## config.mk

```make
export PLATFORM = sky130hd
export DESIGN_NAME = stereo_linear_resampler_flat
export DESIGN_NICKNAME = d
export VERILOG_FILES = /design/src/rtl/slr_pkg.sv /design/src/rtl/slr_stream_if.sv /design/src/rtl/slr_blend.sv /design/src/rtl/stereo_linear_resampler.sv /design/src/flat_wrapper.sv
export VERILOG_INCLUDE_DIRS = /design/src /design/src/rtl
export SDC_FILE = /design/constraint.sdc
export NUM_CORES = 1
export LEC_CHECK = 0
export BUFFER_PORTS_ARGS = -buffer_cell sky130_fd_sc_hd__buf_2
export CORE_ASPECT_RATIO = 1.5
export CORE_MARGIN = 5
export CORE_UTILIZATION = 48
export DETAILED_ROUTE_END_ITERATION = 8
export PLACE_DENSITY = 0.67
export RECOVER_POWER = 50
export SYNTH_ARGS = -nofsm -noshare
export SYNTH_HDL_FRONTEND = slang
export SYNTH_SLANG_ARGS = --single-unit
```

## constraint.sdc

```tcl
create_clock -name clk -period 18.2 [get_ports clk]
set_input_delay 0.91 -clock clk [delete_from_list [all_inputs] [get_ports clk]]
set_output_delay 0.91 -clock clk [all_outputs]
set_load 0.05 [all_outputs]
```

## src/rtl/stereo_linear_resampler_assert.svh

```systemverilog
// ----------------------------------------------------------------------------
// stereo_linear_resampler assertion macros
// immediate-implication and next-cycle checks, clocked on clk, off in reset
// ----------------------------------------------------------------------------
`ifndef STEREO_LINEAR_RESAMPLER_ASSERT_SVH
`define STEREO_LINEAR_RESAMPLER_ASSERT_SVH

// consequent must hold in the same cycle as the antecedent
`define SLR_ASSERT_IMPL(label, ante, cons) \
  label: assert property (@(posedge clk) disable iff (rst) (ante) |-> (cons)) \
    else $error("slr assertion failed");

// consequent must hold in the cycle after the antecedent
`define SLR_ASSERT_NEXT(label, ante, cons) \
  label: assert property (@(posedge clk) disable iff (rst) (ante) |=> (cons)) \
    else $error("slr assertion failed");

`endif

```

## src/rtl/slr_pkg.sv

```systemverilog
// ----------------------------------------------------------------------------
// slr_pkg
// shared constants and sequencer states for the stereo linear resampler
// ----------------------------------------------------------------------------
package slr_pkg;

  localparam int SAMPLE_BITS = 16;
  localparam int FRAC_BITS   = 12;
  localparam int STEP_BITS   = 15;
  localparam int STEP_RESET  = 4096;
  localparam int MAX_RUN     = 64;

  typedef enum logic [1:0] {
    ST_IDLE,
    ST_MUL_L,
    ST_MUL_R,
    ST_EMIT
  } slr_state_t;

endpackage

```

## src/rtl/slr_stream_if.sv

```systemverilog
// ----------------------------------------------------------------------------
// slr stream interfaces
// valid/ready channels for source frames and interpolated frames
// ----------------------------------------------------------------------------
interface slr_in_if #(
  parameter int SAMPLE_BITS = slr_pkg::SAMPLE_BITS
);
  logic                          valid;
  logic                          ready;
  logic signed [SAMPLE_BITS-1:0] left_in;
  logic signed [SAMPLE_BITS-1:0] right_in;

  modport source (output valid, output left_in, output right_in, input ready);
  modport sink (input valid, input left_in, input right_in, output ready);
endinterface

interface slr_out_if #(
  parameter int SAMPLE_BITS = slr_pkg::SAMPLE_BITS
);
  logic                          valid;
  logic                          ready;
  logic signed [SAMPLE_BITS-1:0] left_out;
  logic signed [SAMPLE_BITS-1:0] right_out;
  logic                          last_in_run;

  modport source (output valid, output left_out, output right_out,
                  output last_in_run, input ready);
  modport sink (input valid, input left_out, input right_out,
                input last_in_run, output ready);
endinterface

```

## src/rtl/slr_blend.sv

```systemverilog
// ----------------------------------------------------------------------------
// slr_blend
// shared interpolation unit: registered (b - a) * p, then a + product, rounded
// ----------------------------------------------------------------------------
module slr_blend #(
  parameter int SAMPLE_BITS = slr_pkg::SAMPLE_BITS,
  parameter int FRAC_BITS   = slr_pkg::FRAC_BITS
) (
  input  logic                          clk,
  input  logic                          en,
  input  logic signed [SAMPLE_BITS-1:0] a,
  input  logic signed [SAMPLE_BITS-1:0] b,
  input  logic        [FRAC_BITS-1:0]   p,
  output logic signed [SAMPLE_BITS-1:0] y
);

  localparam int PW = SAMPLE_BITS + FRAC_BITS + 2;
  localparam logic signed [PW-1:0] HALF = PW'(1) << (FRAC_BITS - 1);

  logic signed [SAMPLE_BITS:0]   diff;
  logic signed [FRAC_BITS:0]     p_s;
  logic signed [PW-1:0]          prod_c;
  logic signed [PW-1:0]          prod;
  logic signed [SAMPLE_BITS-1:0] a_q;
  logic signed [PW-1:0]          a_ext;
  logic signed [PW-1:0]          sum;

  assign diff   = $signed({b[SAMPLE_BITS-1], b}) - $signed({a[SAMPLE_BITS-1], a});
  assign p_s    = $signed({1'b0, p});
  assign prod_c = diff * p_s;

  always_ff @(posedge clk) begin
    if (en) begin
      prod <= prod_c;
      a_q  <= a;
    end
  end

  // a*one + (b-a)*p + one/2, floor shift; always lands between a and b
  assign a_ext = $signed({{2{a_q[SAMPLE_BITS-1]}}, a_q, {FRAC_BITS{1'b0}}});
  assign sum   = a_ext + prod + HALF;
  assign y     = sum[FRAC_BITS +: SAMPLE_BITS];

endmodule

```

## src/rtl/stereo_linear_resampler.sv

```systemverilog
// ----------------------------------------------------------------------------
// stereo_linear_resampler
// pitch shifter: resamples a stereo stream by linear interpolation
// ----------------------------------------------------------------------------
// in_frame carries one source frame (left_in, right_in) per transfer; out_frame
// carries interpolated frames, last_in_run marking the final one caused by
// the current source frame. wr_en/wr_data write pitch_step (unsigned Q3.12,
// values below one/64 are stored as one/64); write only while idle.
// Each result passes through ST_MUL_L, where the shared multiplier forms the
// left product, ST_MUL_R, where it forms the right product, and ST_EMIT,
// which rounds, loads the output register and steps the phase. A frame
// gives at most 64 results. The first frame after reset only primes the
// stored frame; a frame arriving with the phase at or above one gives no
// result. in_frame.ready is high only between runs. If out_frame stalls, a
// finished result waits in the output register and the sequencer holds
// before loading the next one; a new source frame may still be taken while
// the last result of the previous run waits. Reset clears phase, stored
// frame and primed flag, and sets pitch_step to 1.0.
// ----------------------------------------------------------------------------
`include "stereo_linear_resampler_assert.svh"

module stereo_linear_resampler #(
  parameter int SAMPLE_BITS = slr_pkg::SAMPLE_BITS,
  parameter int FRAC_BITS   = slr_pkg::FRAC_BITS
) (
  input  logic                          clk,
  input  logic                          rst,
  input  logic                          wr_en,
  input  logic [slr_pkg::STEP_BITS-1:0] wr_data,
  slr_in_if.sink                        in_frame,
  slr_out_if.source                     out_frame
);

  localparam int STEP_BITS = slr_pkg::STEP_BITS;
  localparam int PHASE_W   = ((FRAC_BITS > STEP_BITS) ? FRAC_BITS : STEP_BITS) + 1;
  localparam int RUN_W     = $clog2(slr_pkg::MAX_RUN);
  localparam logic [PHASE_W-1:0]   PHASE_ONE = PHASE_W'(1) << FRAC_BITS;
  localparam logic [STEP_BITS-1:0] MIN_STEP  = STEP_BITS'(1) << (FRAC_BITS - 6);
  localparam logic [STEP_BITS-1:0] STEP_DEF  = STEP_BITS'(slr_pkg::STEP_RESET);
  localparam logic [STEP_BITS-1:0] STEP_INIT = (STEP_DEF < MIN_STEP) ? MIN_STEP : STEP_DEF;
  localparam logic [RUN_W-1:0]     RUN_LAST  = RUN_W'(slr_pkg::MAX_RUN - 1);

  slr_pkg::slr_state_t state, state_next;

  logic [STEP_BITS-1:0]          pitch_step;
  logic                          primed;
  logic signed [SAMPLE_BITS-1:0] prev_l, prev_r, cur_l, cur_r;
  logic [PHASE_W-1:0]            phase;
  logic [RUN_W-1:0]              run_cnt;
  logic signed [SAMPLE_BITS-1:0] left_hold;

  logic                          out_valid;
  logic signed [SAMPLE_BITS-1:0] out_left, out_right;
  logic                          out_last;

  logic                          in_accept;
  logic                          out_free;
  logic                          emit_load;
  logic                          emit_last;
  logic                          blend_en;
  logic [PHASE_W-1:0]            phase_sum;
  logic                          phase_ge_one;
  logic                          sum_ge_one;
  logic signed [SAMPLE_BITS-1:0] blend_a, blend_b, blend_y;

  assign out_free     = !out_valid || out_frame.ready;
  assign phase_sum    = phase + PHASE_W'(pitch_step);
  assign phase_ge_one = phase >= PHASE_ONE;
  assign sum_ge_one   = phase_sum >= PHASE_ONE;
  assign emit_last    = sum_ge_one || (run_cnt == RUN_LAST);
  assign in_accept    = in_frame.valid && in_frame.ready;

  // sequencer
  always_comb begin
    state_next     = state;
    in_frame.ready = 1'b0;
    emit_load      = 1'b0;
    blend_en       = 1'b0;
    case (state)
      slr_pkg::ST_IDLE: begin
        in_frame.ready = 1'b1;
        if (in_frame.valid && primed && !phase_ge_one) begin
          state_next = slr_pkg::ST_MUL_L;
        end
      end
      slr_pkg::ST_MUL_L: begin
        blend_en   = 1'b1;
        state_next = slr_pkg::ST_MUL_R;
      end
      slr_pkg::ST_MUL_R: begin
        blend_en   = 1'b1;
        state_next = slr_pkg::ST_EMIT;
      end
      slr_pkg::ST_EMIT: begin
        if (out_free) begin
          emit_load  = 1'b1;
          state_next = emit_last ? slr_pkg::ST_IDLE : slr_pkg::ST_MUL_L;
        end
      end
      default: begin
        state_next = slr_pkg::ST_IDLE;
      end
    endcase
  end

  always_ff @(posedge clk) begin
    if (rst) begin
      state <= slr_pkg::ST_IDLE;
    end else begin
      state <= state_next;
    end
  end

  // left channel in the first multiply cycle, right in the second
  assign blend_a = (state == slr_pkg::ST_MUL_L) ? prev_l : prev_r;
  assign blend_b = (state == slr_pkg::ST_MUL_L) ? cur_l : cur_r;

  slr_blend #(
    .SAMPLE_BITS (SAMPLE_BITS),
    .FRAC_BITS   (FRAC_BITS)
  ) u_blend (
    .clk (clk),
    .en  (blend_en),
    .a   (blend_a),
    .b   (blend_b),
    .p   (phase[FRAC_BITS-1:0]),
    .y   (blend_y)
  );

  always_ff @(posedge clk) begin
    if (rst) begin
      pitch_step <= STEP_INIT;
      primed     <= 1'b0;
      prev_l     <= '0;
      prev_r     <= '0;
      phase      <= '0;
      run_cnt    <= '0;
      out_valid  <= 1'b0;
    end else begin
      if (wr_en) begin
        pitch_step <= (wr_data < MIN_STEP) ? MIN_STEP : wr_data;
      end

      if (in_accept) begin
        cur_l   <= in_frame.left_in;
        cur_r   <= in_frame.right_in;
        run_cnt <= '0;
        if (!primed) begin
          primed <= 1'b1;
          prev_l <= in_frame.left_in;
          prev_r <= in_frame.right_in;
        end else if (phase_ge_one) begin
          phase  <= phase - PHASE_ONE;
          prev_l <= in_frame.left_in;
          prev_r <= in_frame.right_in;
        end
      end

      if (state == slr_pkg::ST_MUL_R) begin
        left_hold <= blend_y;
      end

      if (emit_load) begin
        if (emit_last) begin
          phase  <= sum_ge_one ? (phase_sum - PHASE_ONE) : '0;
          prev_l <= cur_l;
          prev_r <= cur_r;
        end else begin
          phase   <= phase_sum;
          run_cnt <= run_cnt + RUN_W'(1);
        end
      end

      if (emit_load) begin
        out_valid <= 1'b1;
      end else if (out_frame.ready) begin
        out_valid <= 1'b0;
      end
    end
  end

  always_ff @(posedge clk) begin
    if (emit_load) begin
      out_left  <= left_hold;
      out_right <= blend_y;
      out_last  <= emit_last;
    end
  end

  assign out_frame.valid       = out_valid;
  assign out_frame.left_out    = out_left;
  assign out_frame.right_out   = out_right;
  assign out_frame.last_in_run = out_last;

  `SLR_ASSERT_IMPL(a_run_phase_below_one, state == slr_pkg::ST_MUL_L, phase < PHASE_ONE)
  `SLR_ASSERT_NEXT(a_prime_no_run, in_accept && !primed, state == slr_pkg::ST_IDLE)
  `SLR_ASSERT_NEXT(a_last_ends_run, emit_load && emit_last, state == slr_pkg::ST_IDLE)
  `SLR_ASSERT_NEXT(a_emit_fills_out, emit_load, out_valid && (out_last == $past(emit_last)))

endmodule

```

## src/flat_wrapper.sv

```systemverilog
// flat-port wrapper written by rule: the top's interface ports become plain ports
module stereo_linear_resampler_flat 
#(
  parameter int SAMPLE_BITS = slr_pkg::SAMPLE_BITS,
  parameter int FRAC_BITS   = slr_pkg::FRAC_BITS
)
  (clk, rst, wr_en, wr_data, in_frame_valid, in_frame_left_in, in_frame_right_in, in_frame_ready, out_frame_valid, out_frame_left_out, out_frame_right_out, out_frame_last_in_run, out_frame_ready);
  slr_in_if #(.SAMPLE_BITS(SAMPLE_BITS)) in_frame_i ();
  slr_out_if #(.SAMPLE_BITS(SAMPLE_BITS)) out_frame_i ();
  input  logic clk;
  input  logic rst;
  input  logic wr_en;
  input  logic [slr_pkg::STEP_BITS-1:0] wr_data;
  input wire logic [$bits(in_frame_i.valid)-1:0] in_frame_valid;
  input wire logic [$bits(in_frame_i.left_in)-1:0] in_frame_left_in;
  input wire logic [$bits(in_frame_i.right_in)-1:0] in_frame_right_in;
  output wire logic [$bits(in_frame_i.ready)-1:0] in_frame_ready;
  output wire logic [$bits(out_frame_i.valid)-1:0] out_frame_valid;
  output wire logic [$bits(out_frame_i.left_out)-1:0] out_frame_left_out;
  output wire logic [$bits(out_frame_i.right_out)-1:0] out_frame_right_out;
  output wire logic [$bits(out_frame_i.last_in_run)-1:0] out_frame_last_in_run;
  input wire logic [$bits(out_frame_i.ready)-1:0] out_frame_ready;
  assign in_frame_i.valid = in_frame_valid;
  assign in_frame_i.left_in = in_frame_left_in;
  assign in_frame_i.right_in = in_frame_right_in;
  assign in_frame_ready = in_frame_i.ready;
  assign out_frame_valid = out_frame_i.valid;
  assign out_frame_left_out = out_frame_i.left_out;
  assign out_frame_right_out = out_frame_i.right_out;
  assign out_frame_last_in_run = out_frame_i.last_in_run;
  assign out_frame_i.ready = out_frame_ready;
  stereo_linear_resampler #(.SAMPLE_BITS(SAMPLE_BITS), .FRAC_BITS(FRAC_BITS)) u_core (.clk(clk), .rst(rst), .wr_en(wr_en), .wr_data(wr_data), .in_frame(in_frame_i), .out_frame(out_frame_i));
endmodule
```

# ---- Word level (Yosys, flattened, before mapping)
# Cells that the tools add are included.
dict set report word_totals {
  register_bits 198
  inputBits 52
  out_inout_bits 35
  word_cells 83
}
dict set report op_classes {
  addsub 7
  mul 1
  magnitude_cmp 3
  n_eq_ne 6
  muxes 32
  bitwise 1
  n_reduce_logical 17
}
# operator n
set ops {}
lappend ops {{2-to-1 mux 16 bit} 18}
lappend ops {{>= comparator 16 x 13 -> 1 bit, second input constant} 2}
lappend ops {{subtractor 16 x 13 -> 16 bit, second input constant} 2}
lappend ops {{adder 28 x 13 -> 28 bit, second input constant} 1}
lappend ops {{adder 28 bit} 1}
lappend ops {{multiplier 17 x 13 -> 28 bit} 1}
lappend ops {{2-to-1 mux 6 bit} 3}
lappend ops {{subtractor 16 x 16 -> 17 bit} 1}
lappend ops {{adder 16 x 15 -> 16 bit} 1}
lappend ops {{< comparator 15 x 7 -> 1 bit, second input constant} 1}
lappend ops {{2-to-1 mux 15 bit} 1}
lappend ops {{case mux 2 bit (4 select lines)} 1}
lappend ops {{nonzero test 2 bit} 4}
lappend ops {{2-to-1 mux 1 bit} 7}
lappend ops {{adder 6 x 1 -> 6 bit, second input constant} 1}
lappend ops {{== test 6 bit, second input constant} 1}
lappend ops {{AND reduction 2 bit} 3}
lappend ops {{== test 2 bit, second input constant} 2}
lappend ops {{2-to-1 mux 2 bit} 2}
lappend ops {{inequality test 2 x 1 -> 1 bit, second input constant} 2}
lappend ops {{logical AND 1 bit} 3}
lappend ops {{AND reduction 3 bit} 1}
lappend ops {{== test 2 x 1 -> 1 bit, second input constant} 1}
lappend ops {{zero test 1 bit} 2}
lappend ops {{4 further kinds} 5}

# ---- Logic depth before layout (Yosys ltp)
# Gate-level depths: netlist of run 1.
dict set report depth {
  word_depth 6
  mapped_depth 35
  depth_no_buf 32
}

# ---- By module
# Synthesis of run 1 repeated with hierarchy kept, for this count alone.
dict set report unflattened {
  hier_cells 1760
  hier_area_um2 17415.5
}
# mod instances cells_per_inst area_per_inst_um2 seq_area_each_um2
set by_module_without_submodules {}
lappend by_module_without_submodules {slr_blend 1 1133 10055.9 991.0}
lappend by_module_without_submodules {stereo_linear_resampler 1 627 7359.6 3893.7}

# ---- Least setup slack after synthesis of run 1
# Ideal clock, no wire load.
dict set report synth_timing {
  kind {register to register}
  from {reg u_core.state[1]}
  to {reg u_core.u_blend.prod[27] (data pin)}
  setup_ns 0.258
  t_arrival_ns 8.206
  required_time_ns 17.942
  setup_slack_ns 9.736
  path_stages_with_launch 35
  path_buffers 3
  period_less_slack_ns 8.464
  path_cell_list {dfxtp_1 > inv_1 > ha_1 > clkbuf_1 > buf_1 > mux2i_1 > ha_1 > nor2b_1 > o21ai_0 > a21boi_0 > o21a_1 > o311a_1 > nor3_1 > nor2_1 > o311ai_0 > clkbuf_1 > nand2_1 > fa_1 > fa_1 > inv_1 > fa_1 > fa_1 > inv_1 > fa_1 > inv_1 > ha_1 > a21o_1 > a21o_1 > a21o_1 > o21ai_0 > a21bo_2 > a41o_1 > o41ai_2 > xnor2_1 > xnor2_1}
}
dict set report synth_via {
  elab_chain_cells 4
  elab_cells_between_ends 5
  classes_between {1 x add/sub; 1 x mul; 1 x eq/ne; 2 x mux}
}
# item line
set synth_lines {}
lappend synth_lines {{from (decl)} stereo_linear_resampler.sv:43} ;# slr_pkg::slr_state_t state, state_next;
lappend synth_lines {{from (signal assigned)} stereo_linear_resampler.sv:108} ;# state <= slr_pkg::ST_IDLE;
lappend synth_lines {{from (signal assigned)} stereo_linear_resampler.sv:110} ;# state <= state_next;
lappend synth_lines {{== test 2 x 1 -> 1 bit *} {stereo_linear_resampler.sv:115, stereo_linear_resampler.sv:116}}
lappend synth_lines {{2-to-1 mux 16 bit (on tied branches)} {stereo_linear_resampler.sv:116, stereo_linear_resampler.sv:115}}
lappend synth_lines {{subtractor 16 x 16 -> 17 bit *} slr_blend.sv:28} ;# assign diff = $signed({b[SAMPLE_BITS-1], b}) - $signed({a[SAMPLE_BITS-1], a});
lappend synth_lines {{multiplier 17 x 13 -> 28 bit *} slr_blend.sv:30} ;# assign prod_c = diff * p_s;
lappend synth_lines {{named net u_core.u_blend.prod_c[27]} slr_blend.sv:22} ;# logic signed [PW-1:0] prod_c;
lappend synth_lines {{to (signal assigned)} slr_blend.sv:34} ;# prod <= prod_c;
lappend synth_lines {{to (decl)} slr_blend.sv:23} ;# logic signed [PW-1:0] prod;
# Mark *: on every way through the listed nets, which the timed path passes. The rest lies on a longest branch.
# A chain may end at the register's enable or synchronous reset.

# ---- Final worst setup path of run 1
# Same ends and word-level chain as after synthesis.

==> impl.org, run 1 <==
** Worst setup path
- Of all nets on the critical path, the largest fanout is 32.
- For this design, the slowest cell found on the critical path is clkbuf_1.
- STA classifies the critical path endpoint as a register.
- Delay of the slowest cell on the worst path :: 1.48 ns
- Worst reg2reg path startpoint :: u_core.state[1]
- The number of cells on the worst reg-to-reg path is 32.
- Most used cell along the critical path :: fa_1
- Type of the worst setup path :: reg2reg
- The endpoint identified for the worst register-to-register timing path is u_core.u_blend.prod[27].
- For the worst setup path, the data required time is 18.39 ns.
- Register-to-register setup slack :: 8.03 ns
- STA puts the critical path data arrival time at 10.36 ns.
- STA classifies the critical path startpoint as a register.

** Route
- For this run, design rule violations remaining after detail routing come to 0.
- Total iterations of the first detailed-routing run :: 5
- Per-cell via count in the routed design :: 5.48
- Residual antenna-violating net count after detailed routing :: 0
- The routed design has 39000 microns of wire.
- The first routing iteration left 512 violations.
- WL per Instance :: 18.2 microns
- Via total after detailed routing :: 11800

** Clock tree
- Clock Sink Count :: 187
- CTS H-tree depth :: 4
- Buffers added to address setup during post-CTS repair amount to 0.
- The number of gates resized after CTS was 0.
- TritonCTS built the clock tree.
- Clock slew at the register clock pins of the worst setup and hold paths :: 0.07 ns
- TritonCTS Buffers :: 17
- At the later pin of the worst-skew pair, clock insertion delay measures 0.44 ns.
- Number of buffers added to fix hold violations after cts :: 0
- CTS root buf :: clkbuf_16
- Number of buffers on the longest clock path :: 2

** Global routing
- Largest net degree at the start of global routing :: 76
- Global routing consumed, over all layers together, 20.9% of the routing resources.
- GRT overflow :: 0
- The first global-routing pass estimated 63400 microns of wire.
- The initial antenna violation count is 0.
- Number of global-route vias before repair :: 12500

** Final layout
- Share of layout cells above drive strength 1 :: 8.64%
- Most common cell after layout, fill and taps aside :: inv_1
- Synth-to-Final Area Change :: 8.09%
- Top library cells by usage in the layout, fill and taps aside :: 281 x inv_1, 179 x fa_1, 131 x nand2_1
- Layout fillers :: 3115
- Final core utilization :: 52.4%
- The register with the most flip-flops in the final layout is u_core.u_blend.prod.
- The register with the most flip-flops in the layout has 17 of them.
- Excluding fillers, the count of instances in the completed layout stands at 2150.
- Finished layout cell area :: 18000 sq um
- Count of inserted antenna diode cells :: 0
- The net count of the finished layout is 2061.

** Status
- The run finished, with violations left.
- Violations in the final reports :: max-capacitance violations, max-slew violations

** Worst hold path
- Along the worst hold path, the cell count comes to 0.
- The startpoint identified for the worst hold timing path is u_core.left_hold[1].
- WHS Endpoint :: u_core.out_frame.left_out[1]
- Tightest Hold Check Type :: reg2reg

** Yosys
- Counting every net in the synthesized netlist gives 1998.
- Post-synthesis cell type count :: 73
- Synth warnings :: 0
- The synthesized design contains 187 register bits.
- Post-synth EDFFs :: 114
- Average size of a mapped cell :: 10.1 sq um
- Post-synthesis cell count :: 1649
- Fraction of post-synthesis cell area in the top cell type by area :: 21.6%
- Netlist area before placement :: 16600 sq um
- Summing the sequential cell areas from Yosys gives 29.4% of the chip area.
- For this run, asynchronously set or reset flops after synthesis account for 0%.
- The synthesized design spends more area on one cell type than any other, namely fa_1.
- Most used flip-flop cell after synthesis :: edfxtp_1
- Ranked by total cell area, the synthesized netlist is headed by fa_1 22%, edfxtp_1 21%, ha_1 8.9%.

** STA
- Counting I/O delays and the setup requirement, the final critical path takes 10.17 ns.
- Count of endpoints failing hold in the final timing report :: 0
- Adding up every negative setup slack in the final design gives 0 ns.
- Worst-case headroom to the max-slew limit :: -179%
- Final Cycle Share :: 55.9%
- Setup violations remaining at the end of the flow were counted as 0.
- For the pin with the worst max-slew slack, the measured transition is 4.18 ns.
- Highest clock frequency the design can meet :: 0.0983 GHz
- The max-slew violation count is 144.
- Across the routed clock network, the largest skew measured is 0.00989 ns.
- Unrepaired setup endpoints after global routing :: false

** Floorplan
- 87 I/O pins were placed.
- The die is 162 microns wide.
- The core region is 34300 sq um.
- For this configuration, the core starts out at a cell density of 48.5%.
- Total die area :: 38500 sq um
- Measured along the y axis, the die boundary spans 238 microns.
- # rows :: 83

** Place
- Number of placed instances, taps included :: 2118
- In this run the cell area measured after placement is 17500 sq um.
- The HPWL after detailed placement is 30300 microns.
- At the end of routability-driven placement, the weighted congestion stood at 0.872.
- IO Port Bufs :: 86

** Power and ir drop
- Power spread over the standard cell area amounts to 107 nW/um^2.
- Across the VDD grid, the largest voltage drop is 129 uV.
- Overall power consumption after layout is estimated at 1.91 mW.
- Summed over all cells, the static leakage comes to 8.11 nW.

** Job
- Across the run, the number of max-cap violations was 3.
-- routing by layer --
layer  track usage, %  wire length [microns]  vias to the layer above
li1                 -                      -                     5556
met1             24.0                  15000                     5861
met3             3.27                   1600                       98
met5                0                      0                        -
met2             37.9                  20600                      263
met4             9.67                   1820                        0
-- Yosys cell counts (11+ instances only) --
master	instances
nand2b_1	18
nand3_1	22
fa_1	179
edfxtp_1	114
xor2_1	14
a21oi_1	32
or3_1	12
nor2_1	106
inv_1	281
mux2i_1	62
ha_1	118
nor3_1	27
nor2b_1	22
a211oi_2	31
a21o_1	12
a211oi_1	15
mux2_2	17
xnor2_1	48
nand2_1	131
o21a_1	11
dfxtp_1	73
clkbuf_1	53
o21ai_0	32
and2_1	99
-- cell families (layout without fill, tap and decap cells) --
kind of cell	after synthesis	count (layout)	synth area share (%)
AND/OR/NAND/NOR	470	470	13.9
buffers and inverters	346	422	8.04
adder cells (fa/ha/maj)	297	297	30.5
AO/OA/AOI/OAI	208	208	10.0
flip-flops	187	187	29.4
multiplexers	79	79	4.89
XOR/XNOR	62	62	3.27
-- layout make-up --
cell class	instances	area (sq um)	area share (%)
clock inverters	14	130	0.725
well taps	425	532	2.96
inverters	281	1050	5.87
flip-flops and latches	187	4880	27.2
clock buffers	18	429	2.39
multi-input cells	1116	10400	57.9
repair buffers	109	523	2.91
-- worst max-delay path: cells and delay by family (launching register included) --
| family | cells | cell delay, ns |
|---|---|---|
| buf+inv | 5 | 1.73 |
| fa+ha+maj | 8 | 3.22 |
| simple gates | 4 | 0.79 |
| flops | 1 | 0.35 |
| compound gates | 11 | 2.36 |
| mux | 1 | 0.47 |
| xor+xnor | 3 | 0.98 |
-- worst max path at each step --
stage	start	to	slack, ns	cells past startpoint
global route	u_core.state[1]	u_core.u_blend.prod[27]	7.24	32
CTS	u_core.state[1]	u_core.u_blend.prod[27]	9.13	32
floorplan	u_core.state[1]	u_core.u_blend.prod[27]	9.74	34
global placement	u_core.state[1]	u_core.u_blend.prod[27]	9.40	33
detailed placement	u_core.state[1]	u_core.u_blend.prod[27]	9.17	32
finish	u_core.state[1]	u_core.u_blend.prod[27]	8.03	32
-- stage by stage --
stage,hold slack [ns],setup WS [ns]
floorplan,0.400,9.74
global placement,0.401,9.40
detailed placement,0.406,9.17
CTS,0.423,9.13
global route,0.428,7.24
finish,0.424,8.03
-- power breakdown --
part / switching [mW] / total (mW) / internal (mW)
registers: 0.0354 / 0.607 / 0.572
logic: 0.631 / 0.951 / 0.319
clock network: 0.174 / 0.354 / 0.180
total: 0.841 / 1.91 / 1.07
Note: power is estimated with default switching activity, not from simulation.
==> inputs of run 2 (changes only) <==
==> constraint.sdc (replaced) <==
create_clock -name clk -period 10.5 [get_ports clk]
set_input_delay 0.525 -clock clk [delete_from_list [all_inputs] [get_ports clk]]
set_output_delay 0.525 -clock clk [all_outputs]
set_load 0.05 [all_outputs]
==> impl.org, run 2 (same netlist as run 1, synthesis figures left out) <==
** Power and ir drop
- The analysis attributes to cell leakage a power of 8.08 nW.
- Power spread over the standard cell area amounts to 185 nW/um^2.
- VDD sags by at most 172 uV.

** Route
- Per-cell via count in the routed design :: 5.46
- Residual antenna-violating net count after detailed routing :: 0
- Number of design-rule violations left by the first detailed-router iteration :: 477
- Summing over every cut layer, the via total after detailed routing is 11700.
- Routed Wire Length :: 38800 microns
- WL per Instance :: 18.1 microns
- Total iterations of the first detailed-routing run :: 6
- For this run, design rule violations remaining after detail routing come to 0.

** Floorplan
- Die width :: 162 microns
- Starting density of the core :: 48.5%
- Core Footprint :: 34300 sq um
- Total die area :: 38500 sq um
- Die Ht :: 238 microns
- Total I/O pin count :: 87
- # rows :: 83

** STA
- Setup violations remaining at the end of the flow were counted as 0.
- Total count of max-transition violations in the final report :: 111
- Aggregate negative setup slack :: 0 ns
- Highest clock frequency the design can meet :: 0.109 GHz
- Actual transition at the worst max-transition pin :: 4.27 ns
- Time the worst path needs with I/O delays and setup :: 9.15 ns
- Worst-case headroom to the max-slew limit :: -184%
- Worst clock skew on the final layout :: 0.0130 ns
- The number of endpoints with negative hold slack in the final report is 0.
- Setup repair after global routing left no endpoint under its margin.
- Final Cycle Share :: 87.2%

** Place
- IO Port Bufs :: 86
- The placed instances occupy a cell area of 17400 sq um.
- Placer's final routability congestion estimate :: 0.907
- Number of placed instances, taps included :: 2114
- The wire-length estimate of the detail-placed layout is 30100 microns.

** Final layout
- Most common cell after layout, fill and taps aside :: inv_1
- In the layout the commonest cells are 281 x inv_1, 179 x fa_1, 131 x nand2_1.
- Largest Register :: u_core.u_blend.prod
- Non-Filler Instances :: 2147
- With fillers left out, the area of the finished cells amounts to 17900 sq um.
- Synth-to-Final Area Change :: 7.99%
- Flip-flop count of the largest register after layout :: 17
- Total number of nets in the final design :: 2057
- Layout fillers :: 3101
- Share of layout cells above drive strength 1 :: 7.96%

** Worst setup path
- On the worst path, the slowest cell contributes a delay of 0.97 ns.
- In this run the critical register-to-register path is captured at u_core.u_blend.prod[27].
- Type of the worst setup path :: reg2reg
- In this run the critical register-to-register path is launched from u_core.state[1].
- STA puts the critical path data required time at 10.69 ns.
- In this design, the critical path's most frequently occurring cell is fa_1.
- Cell at the slowest stage of the critical path :: xnor2_1
- Register-to-register setup slack :: 1.35 ns
- Counting cells, the worst reg-to-reg path comes to 30.
- CP Max Fanout :: 32
- Critical path endpoint category :: register
- Endpoint arrival time on the critical path :: 9.34 ns
- Startpoint class of the critical path :: register

** Clock tree
- Clock slew at the register clock pins of the worst setup and hold paths :: 0.07 ns
- TritonCTS Buffers :: 17
- CTS placed an instance of clkbuf_16 at the clock tree root.
- Number of buffers added to fix hold violations after cts :: 0
- After clock tree synthesis, the setup repair step added 0 buffers.
- Clock tree synthesis found a total of 187 sinks.
- Number of buffers on the longest clock path :: 2
- CTS H-tree depth :: 4
- Resized cells post-CTS :: 0
- Insertion delay of the later-clocked pin in the worst-skew pair :: 0.44 ns
- TritonCTS built the clock tree.

** Worst hold path
- Number of instances on the worst hold path :: 1
- Hold Path Origin :: in_frame_right_in[15]
- WHS Endpoint :: u_core.cur_r[15]
- Tightest Hold Check Type :: in2reg

** Global routing
- Global router's overall resource usage :: 20.7%
- The number of global-route vias before repair came to 12500.
- GRT overflow :: 0
- The initial antenna violation count is 0.
- Global-route wire length before repair :: 63000 microns
- Largest net degree at the start of global routing :: 76

** Job
- The tool flagged a number of max-cap violations equal to 2.

** Status
- The run finished, with violations left.
- Violations in the final reports :: max-capacitance violations, max-slew violations
## run 2: cell count changes in the layout (fill, tap and decap cells not counted), sizes merged
cell | previous run | this run
clkinv | 5 | 4
inv | 287 | 290
diode | 0 | 1
clkbuf | 74 | 82
clkinvlp | 3 | 1
buf | 53 | 41
## run 2: how the worst max path moves through the flow
stage,start,end,slack [ns],cells past startpoint
detailed placement,u_core.state[1],u_core.u_blend.prod[27],1.31,30
finish,u_core.state[1],u_core.u_blend.prod[27],1.35,30
global route,u_core.state[1],u_core.u_blend.prod[27],0.81,30
global placement,u_core.state[1],u_core.u_blend.prod[27],1.56,30
CTS,u_core.state[1],u_core.u_blend.prod[27],1.32,30
floorplan,u_core.state[1],u_core.u_blend.prod[27],2.04,34
## run 2: report_power, final
part           leakage [nW]  switching [mW]  internal (mW)
combinational          6.15            1.11          0.527
clock                 0.281           0.314          0.319
sequential             1.65          0.0619          0.991
## run 2: final cells by class
cell class | count | area, sq um | share of cell area [%]
Antenna cell | 1 | 2.50 | 0.0139
Sequential cell | 187 | 4880 | 27.2
Tap cell | 425 | 532 | 2.96
Clock buffer | 18 | 429 | 2.39
Multi-Input combinational cell | 1116 | 10400 | 58.0
Inverter | 281 | 1050 | 5.88
Timing Repair Buffer | 105 | 485 | 2.71
Clock inverter | 14 | 149 | 0.830
## run 2: through the flow
stage / utilization (%) / setup WS (ns) / hold slack, ns / power, mW
2_1_floorplan: - / 2.04 / 0.400 / 2.15
3_3_place_gp: 50.9 / 1.56 / 0.401 / 2.66
3_5_place_dp: 50.9 / 1.31 / 0.405 / 2.70
4_1_cts: 52.6 / 1.32 / 0.251 / 3.34
5_1_grt: 52.3 / 0.812 / 0.257 / 3.54
6_report: 52.3 / 1.35 / 0.273 / 3.32
## run 2: routing by layer
metal | wire length [microns] | GRT usage [%]
met3 | 1670 | 2.80
met5 | 0 | 0
met2 | 20300 | 37.6
met4 | 1860 | 10.0
met1 | 15000 | 23.8
## run 2: critical path: cells and delay by family (launching register included)
family                   cells  cell delay (ns)
XOR/XNOR                     3             1.26
multiplexers                 1             0.42
AND/OR/NAND/NOR              3             0.56
flip-flops                   1             0.35
buffers and inverters        4             0.68
adder cells (fa/ha/maj)      9             3.35
AO/OA/AOI/OAI               10             2.26
